## src/rtl/bqd_pkg.sv

```systemverilog
// shared types, constants and control program of the biquad decimator
package bqd_pkg;

  localparam int SAMPLE_WIDTH_DEF   = 16;
  localparam int COEF_FRAC_BITS_DEF = 14;
  localparam int DECIMATION_DEF     = 2;

  localparam int COEF_W   = 16;
  localparam int NUM_COEF = 5;
  localparam int PADDR_W  = 5;
  localparam int PDATA_W  = 32;
  localparam int IDX_W    = 3;

  localparam int N_STEPS = 9;
  localparam int STEP_W  = $clog2(N_STEPS);

  typedef enum logic [IDX_W-1:0] {
    REG_A0 = 3'd0,
    REG_A1 = 3'd1,
    REG_A2 = 3'd2,
    REG_B1 = 3'd3,
    REG_B2 = 3'd4
  } reg_idx_e;

  localparam logic signed [COEF_W-1:0] COEF_RESET [NUM_COEF] = '{
    16'sd4799, 16'sd9598, 16'sd4799, 16'sd0, 16'sd2811
  };

  typedef enum logic [2:0] {
    SEL_A0,
    SEL_A1,
    SEL_A2,
    SEL_B1,
    SEL_B2
  } coef_sel_e;

  typedef enum logic {
    OPD_X,
    OPD_Y
  } opd_sel_e;

  typedef enum logic [2:0] {
    ACC_HOLD,
    ACC_LOAD_D1,
    ACC_LOAD_D2,
    ACC_LOAD_P,
    ACC_SUB_P
  } acc_op_e;

  typedef struct packed {
    logic      ld_x;
    logic      mul_en;
    coef_sel_e coef_sel;
    opd_sel_e  opd_sel;
    acc_op_e   acc_op;
    logic      y_wr;
    logic      d1_wr;
    logic      d2_wr;
    logic      clr_dly;
  } dp_ctrl_t;

  typedef struct packed {
    logic      wait_in;
    logic      finish;
    logic      mul_en;
    coef_sel_e coef_sel;
    opd_sel_e  opd_sel;
    acc_op_e   acc_op;
    logic      y_wr;
    logic      d1_wr;
    logic      d2_wr;
  } uword_t;

  // control program, one word per step
  function automatic uword_t ucode(input logic [STEP_W-1:0] step);
    uword_t w;
    w = '{wait_in: 1'b0, finish: 1'b0, mul_en: 1'b0, coef_sel: SEL_A0,
          opd_sel: OPD_X, acc_op: ACC_HOLD, y_wr: 1'b0, d1_wr: 1'b0, d2_wr: 1'b0};
    unique case (step)
      4'd0: w.wait_in = 1'b1;
      4'd1: begin
        w.mul_en = 1'b1; w.coef_sel = SEL_A0; w.opd_sel = OPD_X;
      end
      4'd2: begin
        w.mul_en = 1'b1; w.coef_sel = SEL_A1; w.opd_sel = OPD_X;
        w.acc_op = ACC_LOAD_D1;
      end
      4'd3: begin
        w.acc_op = ACC_LOAD_D2; w.y_wr = 1'b1;
      end
      4'd4: begin
        w.mul_en = 1'b1; w.coef_sel = SEL_B1; w.opd_sel = OPD_Y;
      end
      4'd5: begin
        w.mul_en = 1'b1; w.coef_sel = SEL_A2; w.opd_sel = OPD_X;
        w.acc_op = ACC_SUB_P;
      end
      4'd6: begin
        w.mul_en = 1'b1; w.coef_sel = SEL_B2; w.opd_sel = OPD_Y;
        w.acc_op = ACC_LOAD_P; w.d1_wr = 1'b1;
      end
      4'd7: w.acc_op = ACC_SUB_P;
      4'd8: begin
        w.d2_wr = 1'b1; w.finish = 1'b1;
      end
      default: w.wait_in = 1'b1;
    endcase
    return w;
  endfunction

endpackage

```

## src/rtl/bqd_datapath.sv

```systemverilog
// shared multiplier, accumulator, delay registers and output rounding with saturation
module bqd_datapath #(
  parameter int SAMPLE_WIDTH   = bqd_pkg::SAMPLE_WIDTH_DEF,
  parameter int COEF_FRAC_BITS = bqd_pkg::COEF_FRAC_BITS_DEF
) (
  input  logic                                clk_i,
  input  logic                                rst_ni,
  input  bqd_pkg::dp_ctrl_t                   ctrl_i,
  input  logic signed [SAMPLE_WIDTH-1:0]      sample_i,
  input  logic signed [bqd_pkg::COEF_W-1:0]   coef_i [bqd_pkg::NUM_COEF],
  output logic signed [SAMPLE_WIDTH-1:0]      y_o,
  output logic                                clip_o
);

  localparam int SW     = SAMPLE_WIDTH;
  localparam int CFB    = COEF_FRAC_BITS;
  localparam int CW     = bqd_pkg::COEF_W;
  localparam int DLY_W  = SW + CFB + 6;
  localparam int ACC_W  = DLY_W + 2;
  localparam int PROD_W = CW + SW;
  localparam logic signed [ACC_W-1:0] HALF = ACC_W'(1) <<< (CFB - 1);
  localparam logic signed [SW-1:0]    Y_MAX = {1'b0, {(SW-1){1'b1}}};
  localparam logic signed [SW-1:0]    Y_MIN = {1'b1, {(SW-1){1'b0}}};
  localparam logic signed [DLY_W-1:0] D_MAX = {1'b0, {(DLY_W-1){1'b1}}};
  localparam logic signed [DLY_W-1:0] D_MIN = {1'b1, {(DLY_W-1){1'b0}}};

  logic signed [SW-1:0]     x_q;
  logic signed [SW-1:0]     y_q;
  logic                     clip_q;
  logic signed [PROD_W-1:0] p_q;
  logic signed [ACC_W-1:0]  acc_q, acc_d;
  logic signed [DLY_W-1:0]  d1_q, d2_q;

  logic signed [CW-1:0]     coef;
  logic signed [SW-1:0]     opd;
  logic signed [ACC_W-1:0]  p_ext;
  logic signed [ACC_W-1:0]  rnd;
  logic signed [ACC_W-1:0]  ysh;
  logic signed [SW-1:0]     y_sat;
  logic                     y_ovf;
  logic signed [DLY_W-1:0]  d_sat;

  always_comb begin
    unique case (ctrl_i.coef_sel)
      bqd_pkg::SEL_A0: coef = coef_i[bqd_pkg::REG_A0];
      bqd_pkg::SEL_A1: coef = coef_i[bqd_pkg::REG_A1];
      bqd_pkg::SEL_A2: coef = coef_i[bqd_pkg::REG_A2];
      bqd_pkg::SEL_B1: coef = coef_i[bqd_pkg::REG_B1];
      bqd_pkg::SEL_B2: coef = coef_i[bqd_pkg::REG_B2];
      default:         coef = '0;
    endcase
  end

  assign opd   = (ctrl_i.opd_sel == bqd_pkg::OPD_Y) ? y_q : x_q;
  assign p_ext = ACC_W'(p_q);

  always_comb begin
    unique case (ctrl_i.acc_op)
      bqd_pkg::ACC_HOLD:    acc_d = acc_q;
      bqd_pkg::ACC_LOAD_D1: acc_d = ACC_W'(d1_q) + p_ext;
      bqd_pkg::ACC_LOAD_D2: acc_d = ACC_W'(d2_q) + p_ext;
      bqd_pkg::ACC_LOAD_P:  acc_d = p_ext;
      bqd_pkg::ACC_SUB_P:   acc_d = acc_q - p_ext;
      default:              acc_d = acc_q;
    endcase
  end

  // round half up, then saturate to the sample range
  assign rnd   = acc_q + HALF;
  assign ysh   = rnd >>> CFB;
  assign y_ovf = !((&ysh[ACC_W-1:SW-1]) || !(|ysh[ACC_W-1:SW-1]));
  assign y_sat = y_ovf ? (ysh[ACC_W-1] ? Y_MIN : Y_MAX) : ysh[SW-1:0];

  // delay saturation
  always_comb begin
    if ((&acc_q[ACC_W-1:DLY_W-1]) || !(|acc_q[ACC_W-1:DLY_W-1])) begin
      d_sat = acc_q[DLY_W-1:0];
    end else begin
      d_sat = acc_q[ACC_W-1] ? D_MIN : D_MAX;
    end
  end

  always_ff @(posedge clk_i) begin
    if (ctrl_i.ld_x) begin
      x_q <= sample_i;
    end
    if (ctrl_i.mul_en) begin
      p_q <= coef * opd;
    end
    acc_q <= acc_d;
    if (ctrl_i.y_wr) begin
      y_q    <= y_sat;
      clip_q <= y_ovf;
    end
  end

  always_ff @(posedge clk_i or negedge rst_ni) begin
    if (!rst_ni) begin
      d1_q <= '0;
      d2_q <= '0;
    end else if (ctrl_i.clr_dly) begin
      d1_q <= '0;
      d2_q <= '0;
    end else begin
      if (ctrl_i.d1_wr) begin
        d1_q <= d_sat;
      end
      if (ctrl_i.d2_wr) begin
        d2_q <= d_sat;
      end
    end
  end

  assign y_o    = y_q;
  assign clip_o = clip_q;

endmodule

```

## src/rtl/biquad_decimate_by_two_top.sv

```systemverilog
// biquad low-pass decimator: program sequencer, coefficient registers, output register
//
// input stream: s_axis_tdata carries one signed sample, s_axis_tlast marks the
// last sample of a signal; after that sample both delays and the decimation
// phase return to zero. output stream: m_axis_tdata carries the filtered,
// rounded and saturated sample, m_axis_tuser flags saturation. one output beat
// comes for the first of every DECIMATION input beats.
// each sample runs a 9-step control program on one shared multiplier:
// s_axis_tready is high only in the idle step, so a new sample is accepted only
// once the previous one has run its last step, where any output beat is registered.
// the output register holds a finished beat while the next sample is worked;
// when a new result is due and the receiver still stalls the previous one,
// the last step waits until the output register frees.
// coefficients are written over the apb port (a0, a1, a2, b1, b2 at byte
// addresses 0, 4, 8, 12, 16); the user must write them only while the block
// is idle (the block does not enforce this); reads return them sign extended.
// reset clears the delays, the phase and the output valid, and loads the
// default coefficients.
module biquad_decimate_by_two_top #(
  parameter int SAMPLE_WIDTH   = bqd_pkg::SAMPLE_WIDTH_DEF,
  parameter int COEF_FRAC_BITS = bqd_pkg::COEF_FRAC_BITS_DEF,
  parameter int DECIMATION     = bqd_pkg::DECIMATION_DEF
) (
  input  logic                                    clk_i,
  input  logic                                    rst_ni,
  input  logic                                    s_axis_tvalid,
  output logic                                    s_axis_tready,
  input  logic [((SAMPLE_WIDTH+7)/8)*8-1:0]       s_axis_tdata,  // sample_in
  input  logic                                    s_axis_tlast,
  output logic                                    m_axis_tvalid,
  input  logic                                    m_axis_tready,
  output logic [((SAMPLE_WIDTH+7)/8)*8-1:0]       m_axis_tdata,  // filtered_out
  output logic                                    m_axis_tuser,  // clipped
  input  logic                                    psel,
  input  logic                                    penable,
  input  logic                                    pwrite,
  input  logic [bqd_pkg::PADDR_W-1:0]             paddr,
  input  logic [bqd_pkg::PDATA_W-1:0]             pwdata,
  output logic [bqd_pkg::PDATA_W-1:0]             prdata,
  output logic                                    pready
);

  localparam int SW   = SAMPLE_WIDTH;
  localparam int TD_W = ((SAMPLE_WIDTH + 7) / 8) * 8;
  localparam int PH_W = $clog2(DECIMATION);
  localparam int CW   = bqd_pkg::COEF_W;

  logic signed [CW-1:0]               coef_q [bqd_pkg::NUM_COEF];
  logic [bqd_pkg::STEP_W-1:0]         step_q;
  logic [PH_W-1:0]                    phase_q;
  logic                               last_q;
  logic                               out_vld_q;
  logic [SW-1:0]                      out_data_q;
  logic                               out_clip_q;

  bqd_pkg::uword_t                    uw;
  bqd_pkg::dp_ctrl_t                  ctrl;
  bqd_pkg::reg_idx_e                  reg_idx;
  logic                               in_fire;
  logic                               emit;
  logic                               stall;
  logic                               go;
  logic                               cfg_wr;
  logic signed [SW-1:0]               y;
  logic                               clip;

  assign uw      = bqd_pkg::ucode(step_q);
  assign in_fire = s_axis_tvalid && s_axis_tready;
  assign emit    = (phase_q == '0);
  assign stall   = uw.finish && emit && out_vld_q && !m_axis_tready;
  assign go      = uw.wait_in ? in_fire : !stall;

  always_comb begin
    ctrl          = '0;
    ctrl.coef_sel = uw.coef_sel;
    ctrl.opd_sel  = uw.opd_sel;
    ctrl.acc_op   = bqd_pkg::ACC_HOLD;
    if (go) begin
      ctrl.ld_x    = uw.wait_in;
      ctrl.mul_en  = uw.mul_en;
      ctrl.acc_op  = uw.acc_op;
      ctrl.y_wr    = uw.y_wr;
      ctrl.d1_wr   = uw.d1_wr;
      ctrl.d2_wr   = uw.d2_wr;
      ctrl.clr_dly = uw.finish && last_q;
    end
  end

  bqd_datapath #(
    .SAMPLE_WIDTH   (SAMPLE_WIDTH),
    .COEF_FRAC_BITS (COEF_FRAC_BITS)
  ) u_bqd_datapath (
    .clk_i    (clk_i),
    .rst_ni   (rst_ni),
    .ctrl_i   (ctrl),
    .sample_i (s_axis_tdata[SW-1:0]),
    .coef_i   (coef_q),
    .y_o      (y),
    .clip_o   (clip)
  );

  // sequencer, phase and output register
  always_ff @(posedge clk_i or negedge rst_ni) begin
    if (!rst_ni) begin
      step_q    <= '0;
      phase_q   <= '0;
      last_q    <= 1'b0;
      out_vld_q <= 1'b0;
    end else begin
      if (m_axis_tvalid && m_axis_tready) begin
        out_vld_q <= 1'b0;
      end
      if (go) begin
        if (uw.wait_in) begin
          last_q <= s_axis_tlast;
        end
        if (uw.finish) begin
          step_q <= '0;
          if (emit) begin
            out_vld_q <= 1'b1;
          end
          if (last_q || phase_q == PH_W'(DECIMATION - 1)) begin
            phase_q <= '0;
          end else begin
            phase_q <= phase_q + 1'b1;
          end
        end else begin
          step_q <= step_q + 1'b1;
        end
      end
    end
  end

  always_ff @(posedge clk_i) begin
    if (go && uw.finish && emit) begin
      out_data_q <= y;
      out_clip_q <= clip;
    end
  end

  assign s_axis_tready = uw.wait_in;
  assign m_axis_tvalid = out_vld_q;
  assign m_axis_tdata  = TD_W'(out_data_q);
  assign m_axis_tuser  = out_clip_q;

  // apb coefficient registers
  assign reg_idx = bqd_pkg::reg_idx_e'(paddr[bqd_pkg::PADDR_W-1:2]);
  assign cfg_wr  = psel && penable && pwrite && pready;
  assign pready  = 1'b1;

  always_ff @(posedge clk_i or negedge rst_ni) begin
    if (!rst_ni) begin
      coef_q <= bqd_pkg::COEF_RESET;
    end else if (cfg_wr) begin
      unique case (reg_idx)
        bqd_pkg::REG_A0: coef_q[bqd_pkg::REG_A0] <= pwdata[CW-1:0];
        bqd_pkg::REG_A1: coef_q[bqd_pkg::REG_A1] <= pwdata[CW-1:0];
        bqd_pkg::REG_A2: coef_q[bqd_pkg::REG_A2] <= pwdata[CW-1:0];
        bqd_pkg::REG_B1: coef_q[bqd_pkg::REG_B1] <= pwdata[CW-1:0];
        bqd_pkg::REG_B2: coef_q[bqd_pkg::REG_B2] <= pwdata[CW-1:0];
        default: ;
      endcase
    end
  end

  always_comb begin
    unique case (reg_idx)
      bqd_pkg::REG_A0: prdata = bqd_pkg::PDATA_W'(coef_q[bqd_pkg::REG_A0]);
      bqd_pkg::REG_A1: prdata = bqd_pkg::PDATA_W'(coef_q[bqd_pkg::REG_A1]);
      bqd_pkg::REG_A2: prdata = bqd_pkg::PDATA_W'(coef_q[bqd_pkg::REG_A2]);
      bqd_pkg::REG_B1: prdata = bqd_pkg::PDATA_W'(coef_q[bqd_pkg::REG_B1]);
      bqd_pkg::REG_B2: prdata = bqd_pkg::PDATA_W'(coef_q[bqd_pkg::REG_B2]);
      default:         prdata = '0;
    endcase
  end

endmodule
```

## config.mk

```make
export PLATFORM = sky130hd
export DESIGN_NAME = biquad_decimate_by_two_top
export DESIGN_NICKNAME = d
export VERILOG_FILES = /design/src/rtl/bqd_pkg.sv /design/src/rtl/bqd_datapath.sv /design/src/rtl/biquad_decimate_by_two_top.sv
export SDC_FILE = /design/constraint.sdc
export NUM_CORES = 1
export LEC_CHECK = 0
export ABC_AREA = 1
export ABC_CLOCK_PERIOD_IN_PS = 15540
export BUFFER_PORTS_ARGS = -buffer_cell sky130_fd_sc_hd__buf_2
export CORE_UTILIZATION = 30
export DETAILED_ROUTE_END_ITERATION = 12
export PLACE_DENSITY = 0.54
export SYNTH_ARGS = -nofsm -noshare
export SYNTH_HDL_FRONTEND = slang
export SYNTH_SLANG_ARGS = --single-unit
```

## constraint.sdc

```tcl
create_clock -name clk_i -period 15.54 [get_ports clk_i]
set_input_delay 0 -clock clk_i [delete_from_list [all_inputs] [get_ports clk_i]]
set_output_delay 0 -clock clk_i [all_outputs]
set_load 0.1 [all_outputs]
```

**Word level (Yosys, flattened, before mapping)**

Index checks and enable logic that the tools add are counted.

- Logic and storage cells: 110
- Output and inout bits: 52
- Input port bits: 61
- Register bits: 279

- Bitwise gates (word level): 2
- Multiplexer cells: 27
- Equality and inequality tests: 20
- Reduce and logical (&&, ||, !) cells: 36
- Multipliers: 1
- $add $sub $neg: 6

Operator list:

| kind | number |
|---|---|
| $mux W36 | 6 |
| $pmux W32 S5 | 1 |
| $pmux W38 S4 | 1 |
| $pmux W16 S5 | 1 |
| $add A36 B32 Y37 | 2 |
| $mux W16 | 3 |
| $add A38 B15 Y38 const B | 1 |
| $sub A38 B32 Y38 | 1 |
| $mul A16 B16 Y32 | 1 |
| $pmux W5 S5 | 1 |
| $eq A3 B2 Y1 const B | 6 |
| $eq A4 B3 Y1 const B | 4 |
| $reduce_and A2 Y1 | 7 |
| $pmux W3 S4 | 1 |
| $logic_and A1 B1 Y1 | 10 |
| $mux W1 | 10 |
| $eq A3 B1 Y1 const B | 3 |
| $eq A3 B3 Y1 const B | 3 |
| $reduce_and A9 Y1 | 1 |
| $reduce_or A9 Y1 | 1 |
| $eq A4 B2 Y1 const B | 2 |
| $reduce_or A8 Y1 | 1 |
| $mux W7 | 1 |
| $logic_not A3 Y1 | 2 |
| 14 further kinds | 22 |

**Logic depth before layout (Yosys ltp)**

Gate-level depths: netlist of the first run.

- Depth in word-level cells: 10
- Mapped depth: 38
- Gate-level depth less buffers: 37

**Hierarchy**

Synthesis of the first run repeated with hierarchy kept, for this count alone.

- Cells, all modules: 4,411
- Area, all modules: 31,293.8 µm²

By module, submodules not included:

| module | area an instance (µm²) | times used | sequential area each (µm²) | cells an instance |
|---|---|---|---|---|
| bqd_datapath | 26,606.8 | 1 | 4,894.7 | 3,897 |
| biquad_decimate_by_two_top | 4,687.0 | 1 | 2,732.6 | 514 |

**Worst setup path after synthesis of the first run**

OpenSTA, ideal clock, no wires.

- Kind: register -> register
- From: reg step_q[0] (netlist bit)
- To: reg u_bqd_datapath.p_q[31], data pin
- Setup time: 0.259 ns
- Data required time: 15.281 ns
- Period minus slack after synthesis: 6.783 ns
- Arrival time: 6.524 ns
- Cell stages (with the launch flop): 30
- Slack: 8.757 ns
- Buffers on the path: 1
- Cell sequence: dfrtp_1 -> inv_1 -> ha_1 -> nor2_1 -> nor2_4 -> nor2_1 -> inv_1 -> buf_4 -> o211ai_2 -> nor2_4 -> nor2_1 -> inv_1 -> fa_1 -> inv_1 -> fa_1 -> inv_1 -> fa_1 -> fa_1 -> inv_1 -> fa_1 -> fa_1 -> ha_1 -> nand2_1 -> nand2_1 -> a31oi_1 -> nor2_1 -> a211oi_1 -> o21ai_0 -> nand2_1 -> nand2_1

- Longest elaborated chain between the ends: 5
- Elaborated cells between the ends (all ways): 14
- Classes of those cells: 1 x mul; 9 x eq/ne; 3 x mux; 1 x reduce/logical

Ends and longest elaborated chain:

| item | line | RTL |
|---|---|---|
| from (decl) | biquad_decimate_by_two_top.sv:49 | `logic [bqd_pkg::STEP_W-1:0] step_q;` |
| from (signal assigned) | biquad_decimate_by_two_top.sv:128 | `step_q <= step_q + 1'b1;` |
| $eq A4 B3 Y1, or another cell as far along | bqd_pkg.sv:79 | `unique case (step)` |
| $pmux W5 S5 * | bqd_pkg.sv:79 |  |
| $eq A3 B3 Y1, or another cell as far along | bqd_datapath.sv:44 | `unique case (ctrl_i.coef_sel)` |
| $pmux W16 S5 | bqd_datapath.sv:44 |  |
| $mul A16 B16 Y32 * | bqd_datapath.sv:88 | `p_q <= coef * opd;` |
| to (signal assigned) | bqd_datapath.sv:88 |  |
| to (decl) | bqd_datapath.sv:30 | `logic signed [PROD_W-1:0] p_q;` |

Every way passes the cells marked *; elsewhere a longest branch is shown, timed or not.
A chain may end at the register's enable or synchronous reset.

**Worst setup path after layout of the first run**

- From: reg step_q[0] (netlist bit)
- To: reg u_bqd_datapath.p_q[29], data pin

Same word-level chain as after synthesis.

==> metrics.md, run 1 <==
| Metric | Value |
|---|---|
| Fillers | between 10000 and 15000 |
| Worst Path Arrival | 9.27 ns |
| Count of final hold-check violations | 0 |
| Final period util | 57.8% |
| Total number of vias | 28400 |
| Area Overhead vs Synth | 11.1% |
| CP Data Required Time | ~16 ns |
| Initial DRC count | ~2100 |
| CTS buffer count | 37 |
| Core area | around 100000 µm² |
| Die Span Y | between 300 and 400 µm |
| Reg-to-Reg End | u_bqd_datapath.p_q[29] |
| Max_cap viols | 0 |
| Wire per inst | between 15 and 20 µm |
| CTS tree | built |
| Worst skew pair latency | 0.57 ns |
| Post-synth top flop | dfrtp_1 |
| Final ANT Viol Nets | 0 |
| RSZ-0062 raised after global routing | no |
| Total Nets Final | a little over 5000 |
| Yosys warnings | 0 |
| CTS H-tree lvls | 2 |
| Drt first pass iters | 9 |
| CTS Hold Buffers Added | 37 |
| # IOs | 113 |
| Ant diodes | 0 |
| Total grt overflow | 0 |
| Worst r2r src | step_q[0] |
| Clk sinks | 279 |
| GRT Total Usage | about a fifth |
| Syn nets | between 4000 and 5000 |
| Fraction of layout cells with a size suffix above 1 | under 10% |
| Vias in the first global route | roughly 29000 |
| Mean post-synth cell area | roughly 7.1 µm² |
| Max Clk Rate | around 110 MHz |
| Pre-CTS setup slack | between 6 and 7 ns |
| Sequential element share of the synthesized area | around a quarter |
| Top cell type's share of synthesized area | between 10% and 20% |
| Largest net degree at the start of global routing | 73 |
| Vias per cell | approximately 4.8 |
| Count of input and output buffers | 93 |
| Max Slew Vio Count | 0 |
| Reg2Reg Depth | 28 |
| Synth area leader | fa_1 |
| Setup Crit Path Kind | flip-flop to flip-flop |
| CP most frequent cell | inv_1 |
| GPL Wtd Cong | slightly below 1 |
| Crit-path slowest cell | o21ai_0 |
| Least-Margin Pin Slew | approximately 1.3 ns |
| Root Driver | clkbuf_16 |
| Status | completed |
| Yosys reg bits | 279 |
| CTS Buffer Depth | 3 |
| Die X | 326 µm |
| Die Area | roughly 110000 µm² |
| Clock Pin Slew Worst Setup and Hold Paths | approximately 0.06 ns |
| WL final | 109 mm |
| Crit path max fanout | 31 |
| Slew HR | between 10% and 20% |
| Startpoint Class | flip-flop |
| Synthesized area | around 31000 µm² |
| Post_cts resized | 0 |
| Setup TNS | 0 ns |
| Worst Clk Skew | roughly 0.034 ns |
| Hold crit path type | input pin to asynchronous set/reset pin |
| Hpwl dp | around 90 mm |
| Post-synth EDFFs | 120 |
| Post-synth ARST share | 57.0% |
| Antenna violations before repair | 0 |
| Netlist cell types | 58 |
| Drc violations | 0 |
| Tmin final | 8.98 ns |
| Most area-consuming cells after synthesis | fa_1 17%, nand2_1 16%, edfxtp_1 11% |
| Post-CTS setup buffers | 0 |
| Crit. End Element | flip-flop |
| Final setup vio count | 0 |
| Worst setup margin | 6.56 ns |
| CP max stage delay | roughly 1.0 ns |
| Site Rows | approximately 120 |
| Cell count after synthesis | around 4400 |
| Layout Cells excl Fill | 5924 |
| Starting Density | 30.3% |
| Placed Cells | approximately 5800 |
| First-pass GRT wire length | around 170 mm |
| Reg2Reg Setup Slack | between 6 and 7 ns |
## cell usage after synthesis, types with 5 or more instances
library cell,n
o21ai_0,200
nand4_1,62
o21ai_1,60
o21bai_1,25
dfrtp_1,123
nand2_2,8
nand2_1,1358
o211ai_1,9
edfxtp_1,120
nand3_1,185
a31oi_1,5
buf_2,18
or2_2,14
buf_4,28
nor2_4,6
clkinv_1,5
a221oi_1,11
buf_6,6
xnor2_1,21
dfstp_2,36
inv_1,844
o2111ai_1,24
fa_1,265
nor2_1,418
ha_1,196
a21oi_1,131
nor3_1,40
xor2_1,50
a22o_1,6
inv_2,14
nand3b_1,32
clkbuf_1,46
a22oi_1,16
## stage by stage
| stage | area, µm² | hold slack (ns) | util (%) |
|---|---|---|---|
| 2_1_floorplan | 31500 | -0.296 | - |
| 3_3_place_gp | 33400 | -0.0279 | 32.1 |
| 3_5_place_dp | 33400 | -0.0265 | 32.1 |
| 4_1_cts | 35000 | 0.113 | 33.7 |
| 5_1_grt | 35000 | 0.147 | 33.7 |
| 6_report | 35000 | 0.122 | 33.7 |
## cells by family (layout without fill, tap and decap cells)
group / after synthesis / after routing / share of synthesized area (%)
simple gates: 2141 / 2141 / 28.0
buf+inv: 964 / 1089 / 12.1
compound gates: 501 / 501 / 9.04
fa+ha+maj: 461 / 461 / 24.7
flops: 279 / 279 / 24.2
xor+xnor: 71 / 71 / 1.98
other cells: 1 / 1 / 0.0119
mux: 1 / 1 / 0.0358
## critical path: cells and delay by family (launching register included)
family / cells / cell delay [ns]
buffers and inverters: 8 / 1.19
AO/OA/AOI/OAI: 5 / 1.84
XOR/XNOR: 1 / 0.10
flip-flops: 1 / 0.39
adder cells (fa/ha/maj): 8 / 3.74
AND/OR/NAND/NOR: 6 / 1.40
## cell usage in the layout, fill, tap and decap left out, drive strengths merged, types with 4 or more instances in the layout
| cell type | n |
|---|---|
| nor3 | 43 |
| o2111ai | 24 |
| a221oi | 11 |
| nand2 | 1369 |
| xor2 | 50 |
| a31oi | 5 |
| nand4 | 62 |
| buf | 121 |
| o21ai | 262 |
| a22o | 6 |
| nand3b | 32 |
| o21bai | 25 |
| nor2 | 429 |
| dfrtp | 123 |
| fa | 265 |
| edfxtp | 120 |
| clkbuf | 55 |
| a21oi | 131 |
| ha | 196 |
| inv | 864 |
| clkinv | 11 |
| o211ai | 10 |
| dfstp | 36 |
| a21o | 4 |
| dlygate4sd3 | 36 |
| a22oi | 16 |
| xnor2 | 21 |
| nand3 | 187 |
| or2 | 15 |
## worst max-delay path by stage
stage	endpoint	slack [ns]	startpoint	depth (start not counted)
finish	u_bqd_datapath.p_q[29]	6.56	step_q[0]	28
global route	u_bqd_datapath.p_q[29]	5.93	step_q[0]	28
CTS	u_bqd_datapath.p_q[29]	6.36	step_q[0]	28
detailed placement	u_bqd_datapath.p_q[29]	6.43	step_q[0]	28
global placement	u_bqd_datapath.p_q[29]	6.44	step_q[0]	28
floorplan	u_bqd_datapath.p_q[31]	8.76	step_q[0]	29
## flip-flops by register name, indices dropped and copies added, names as in the netlist
register               count
phase_q                    1
step_q                     4
u_bqd_datapath.clip_o      1
u_bqd_datapath.x_q        16
m_axis_tvalid              1
coef_q                    80
u_bqd_datapath.y_o        16
m_axis_tuser               1
last_q                     1
u_bqd_datapath.p_q        32
u_bqd_datapath.d1_q       36
m_axis_tdata              16
u_bqd_datapath.d2_q       36
u_bqd_datapath.acc_q      38
## layer usage
| layer | global-route usage, % | wire length (µm) |
|---|---|---|
| met5 | 0 | 0 |
| met4 | 7.52 | 4180 |
| met2 | 34.8 | 51400 |
| met1 | 26.7 | 48100 |
| met3 | 1.74 | 5020 |
## layout make-up
class | count | area (µm²) | area share, %
multi-input cells | 3176 | 20100 | 57.4
clock buffers | 55 | 1090 | 3.11
repair buffers | 157 | 1050 | 3.02
clock inverters | 13 | 143 | 0.408
inverters | 864 | 3250 | 9.28
flip-flops and latches | 279 | 7630 | 21.8
well taps | 1380 | 1730 | 4.94
Power of run 1 is not shown: default switching activity piles up to over one toggle a cycle in this logic, so the estimate is an artifact.
==> inputs of run 2 (changes only) <==
--- a/config.mk
+++ b/config.mk
@@ -6,7 +6,7 @@
 export NUM_CORES = 1
 export LEC_CHECK = 0
 export ABC_AREA = 1
-export ABC_CLOCK_PERIOD_IN_PS = 15540
+export ABC_CLOCK_PERIOD_IN_PS = 8900
 export BUFFER_PORTS_ARGS = -buffer_cell sky130_fd_sc_hd__buf_2
 export CORE_UTILIZATION = 30
 export DETAILED_ROUTE_END_ITERATION = 12
==> constraint.sdc (replaced) <==
create_clock -name clk_i -period 8.9 [get_ports clk_i]
set_input_delay 0 -clock clk_i [delete_from_list [all_inputs] [get_ports clk_i]]
set_output_delay 0 -clock clk_i [all_outputs]
set_load 0.1 [all_outputs]
==> metrics.md, run 2 (same netlist as run 1, synthesis figures left out) <==
| Metric | Value |
|---|---|
| Status | completed |
| Final ANT Viol Nets | 0 |
| Routing usage on met3 | between 2 and 2.5% |
| Least-Margin Pin Slew | about 1.2 ns |
| Die Span Y | about 330 µm |
| Worst Path Arrival | between 8 and 9 ns |
| Top Registers | coef_q (80), u_bqd_datapath.acc_q (38) |
| # IOs | about 110 |
| Count of input and output buffers | 93 |
| Drt first pass iters | 6 |
| Area Overhead vs Synth | 11.5% |
| Max_cap viols | 0 |
| GR Layer Usage met1 | around 27% |
| WL final | 110 mm |
| Final setup vio count | 0 |
| Die X | approximately 330 µm |
| Max Slew Vio Count | 0 |
| Site Rows | between 100 and 150 |
| Startpoint Class | flip-flop |
| Commonest non-fill, non-tap cell in the layout | nand2_1 |
| Crit path max fanout | 16 |
| Largest net degree at the start of global routing | 73 |
| Count of final hold-check violations | 0 |
| Antenna violations before repair | 0 |
| Max FFs per register | 80 |
| Setup Crit Path Kind | flip-flop to flip-flop |
| Total Nets Final | around 5100 |
| RSZ-0062 raised after global routing | no |
| Hpwl dp | ~90 mm |
| Core area | 104000 µm² |
| Worst skew pair latency | slightly below 0.6 ns |
| Worst Clk Skew | ~0.042 ns |
| CTS tree | built |
| Wire per inst | between 15 and 20 µm |
| Initial DRC count | ~2000 |
| Vias per cell | 4.80 |
| Tmin final | around 8 ns |
| CTS H-tree lvls | 2 |
| First-pass GRT wire length | between 150 and 200 mm |
| Crit. End Element | flip-flop |
| Hold crit path type | input pin to asynchronous set/reset pin |
| Global route hottest layer | met2 |
| Clock Pin Slew Worst Setup and Hold Paths | approximately 0.060 ns |
| Met2 Use GR | a little over a third |
| CP Data Required Time | between 9 and 10 ns |
| Vias in the first global route | 28400 |
| GPL Wtd Cong | 0.965 |
| Drc violations | 0 |
| Slew HR | between 15 and 20% |
| Die Area | ~110000 µm² |
| Commonest cells after routing, fill and taps aside | 1358 x nand2_1, 844 x inv_1, 417 x nor2_1, 265 x fa_1 |
| Setup TNS | 0 ns |
| Max Clk Rate | 125 MHz |
| Total grt overflow | 0 |
| CTS buffer count | 37 |
| GRT Total Usage | between 20 and 25% |
| Total number of vias | 28500 |
| Ant diodes | 0 |
| Root Driver | clkbuf_16 |
| Fraction of layout cells with a size suffix above 1 | approximately 6.4% |
| Clk sinks | between 200 and 300 |
| Starting Density | between 30% and 40% |
| Top reg by flops | coef_q |
| CTS Buffer Depth | 3 |
| Final period util | 90.1% |
run 2: cell count changes in the layout (fill, tap and decap cells not counted), moves of 2 or more:
cell | before | now
bufinv_16 | 2 | 4
clkbuf_8 | 5 | 2
clkbuf_16 | 39 | 37
inv_6 | 3 | 5
clkinv_1 | 5 | 8
clkbuf_1 | 11 | 9
clkinv_2 | 6 | 3
buf_4 | 27 | 40
clkinvlp_4 | 0 | 2
run 2: per-stage QoR:
stage / utilization (%) / area [µm²] / hold WS [ns] / instances / setup WS [ns]
2_1_floorplan: - / 31500 / -0.296 / 4419 / 2.12
3_3_place_gp: 32.2 / 33500 / -0.00462 / 5832 / 0.826
3_5_place_dp: 32.2 / 33500 / -0.00896 / 5832 / 0.766
4_1_cts: 33.8 / 35100 / 0.0493 / 5937 / 0.705
5_1_grt: 33.8 / 35100 / 0.0804 / 5937 / 0.335
6_report: 33.8 / 35100 / 0.0762 / 5937 / 0.882
run 2: final cells by class:
type                    instances  area [µm²]
clock buffers                  48         987
clock inverters                20         245
fillers                     11300       68700
inverters                     864        3250
multi-input cells            3176       20100
flip-flops and latches        279        7630
well taps                    1380        1730
repair buffers                170        1160
run 2: worst paths after layout:
kind                            cells past startpoint             startpoint  slack [ns]                 endpoint
worst max-delay path                               26              step_q[0]        0.88   u_bqd_datapath.p_q[29]
worst min-delay path                                2                 rst_ni        0.08               coef_q[73]
worst max register to register                     26              step_q[0]        0.88   u_bqd_datapath.p_q[29]
worst min register to register                      0  u_bqd_datapath.clip_o        0.43             m_axis_tuser
max in group asynchronous                           3                 rst_ni        7.81  u_bqd_datapath.d1_q[31]
min in group clk_i                                  2       s_axis_tdata[10]        0.17   u_bqd_datapath.x_q[10]
run 2: worst max-delay path, cell delays in order, from the launching register on:
cell and delay, ns:
dfrtp_1 0.39, inv_1 0.10, ha_1 0.27, nand2_4 0.12, inv_2 0.13, nor2_2 0.75, nand2_1 0.09, o21ai_0 0.11
a221oi_1 0.07, nand2_1 0.36, clkinv_1 0.46, nor2_1 0.26, fa_1 0.44, inv_1 0.08, fa_1 0.43, fa_1 0.42
fa_1 0.48, fa_1 0.47, fa_1 0.51, inv_1 0.04, ha_1 0.36, nand2_1 0.12, nor2_1 0.12, inv_1 0.08
o41ai_1 0.68, a21oi_1 0.19, xor2_1 0.19
run 2: timing repair:
action,4_1_cts,5_1_grt
endpoints found under the hold margin,148,0
hold buffers,37,0
buffers inserted,0,0
resized for setup,0,0
run 2: per-layer routing:
| metal | vias to the layer above | part of all wire, % | wire length, µm |
|---|---|---|---|
| met4 | 0 | 3.3 | 3600 |
| met3 | 167 | 4.7 | 5120 |
| met5 | - | 0 | 0 |
| met1 | 13600 | 45 | 49000 |
| li1 | 14000 | - | - |
| met2 | 759 | 47 | 52200 |
Power of run 2 is left out for the same reason.
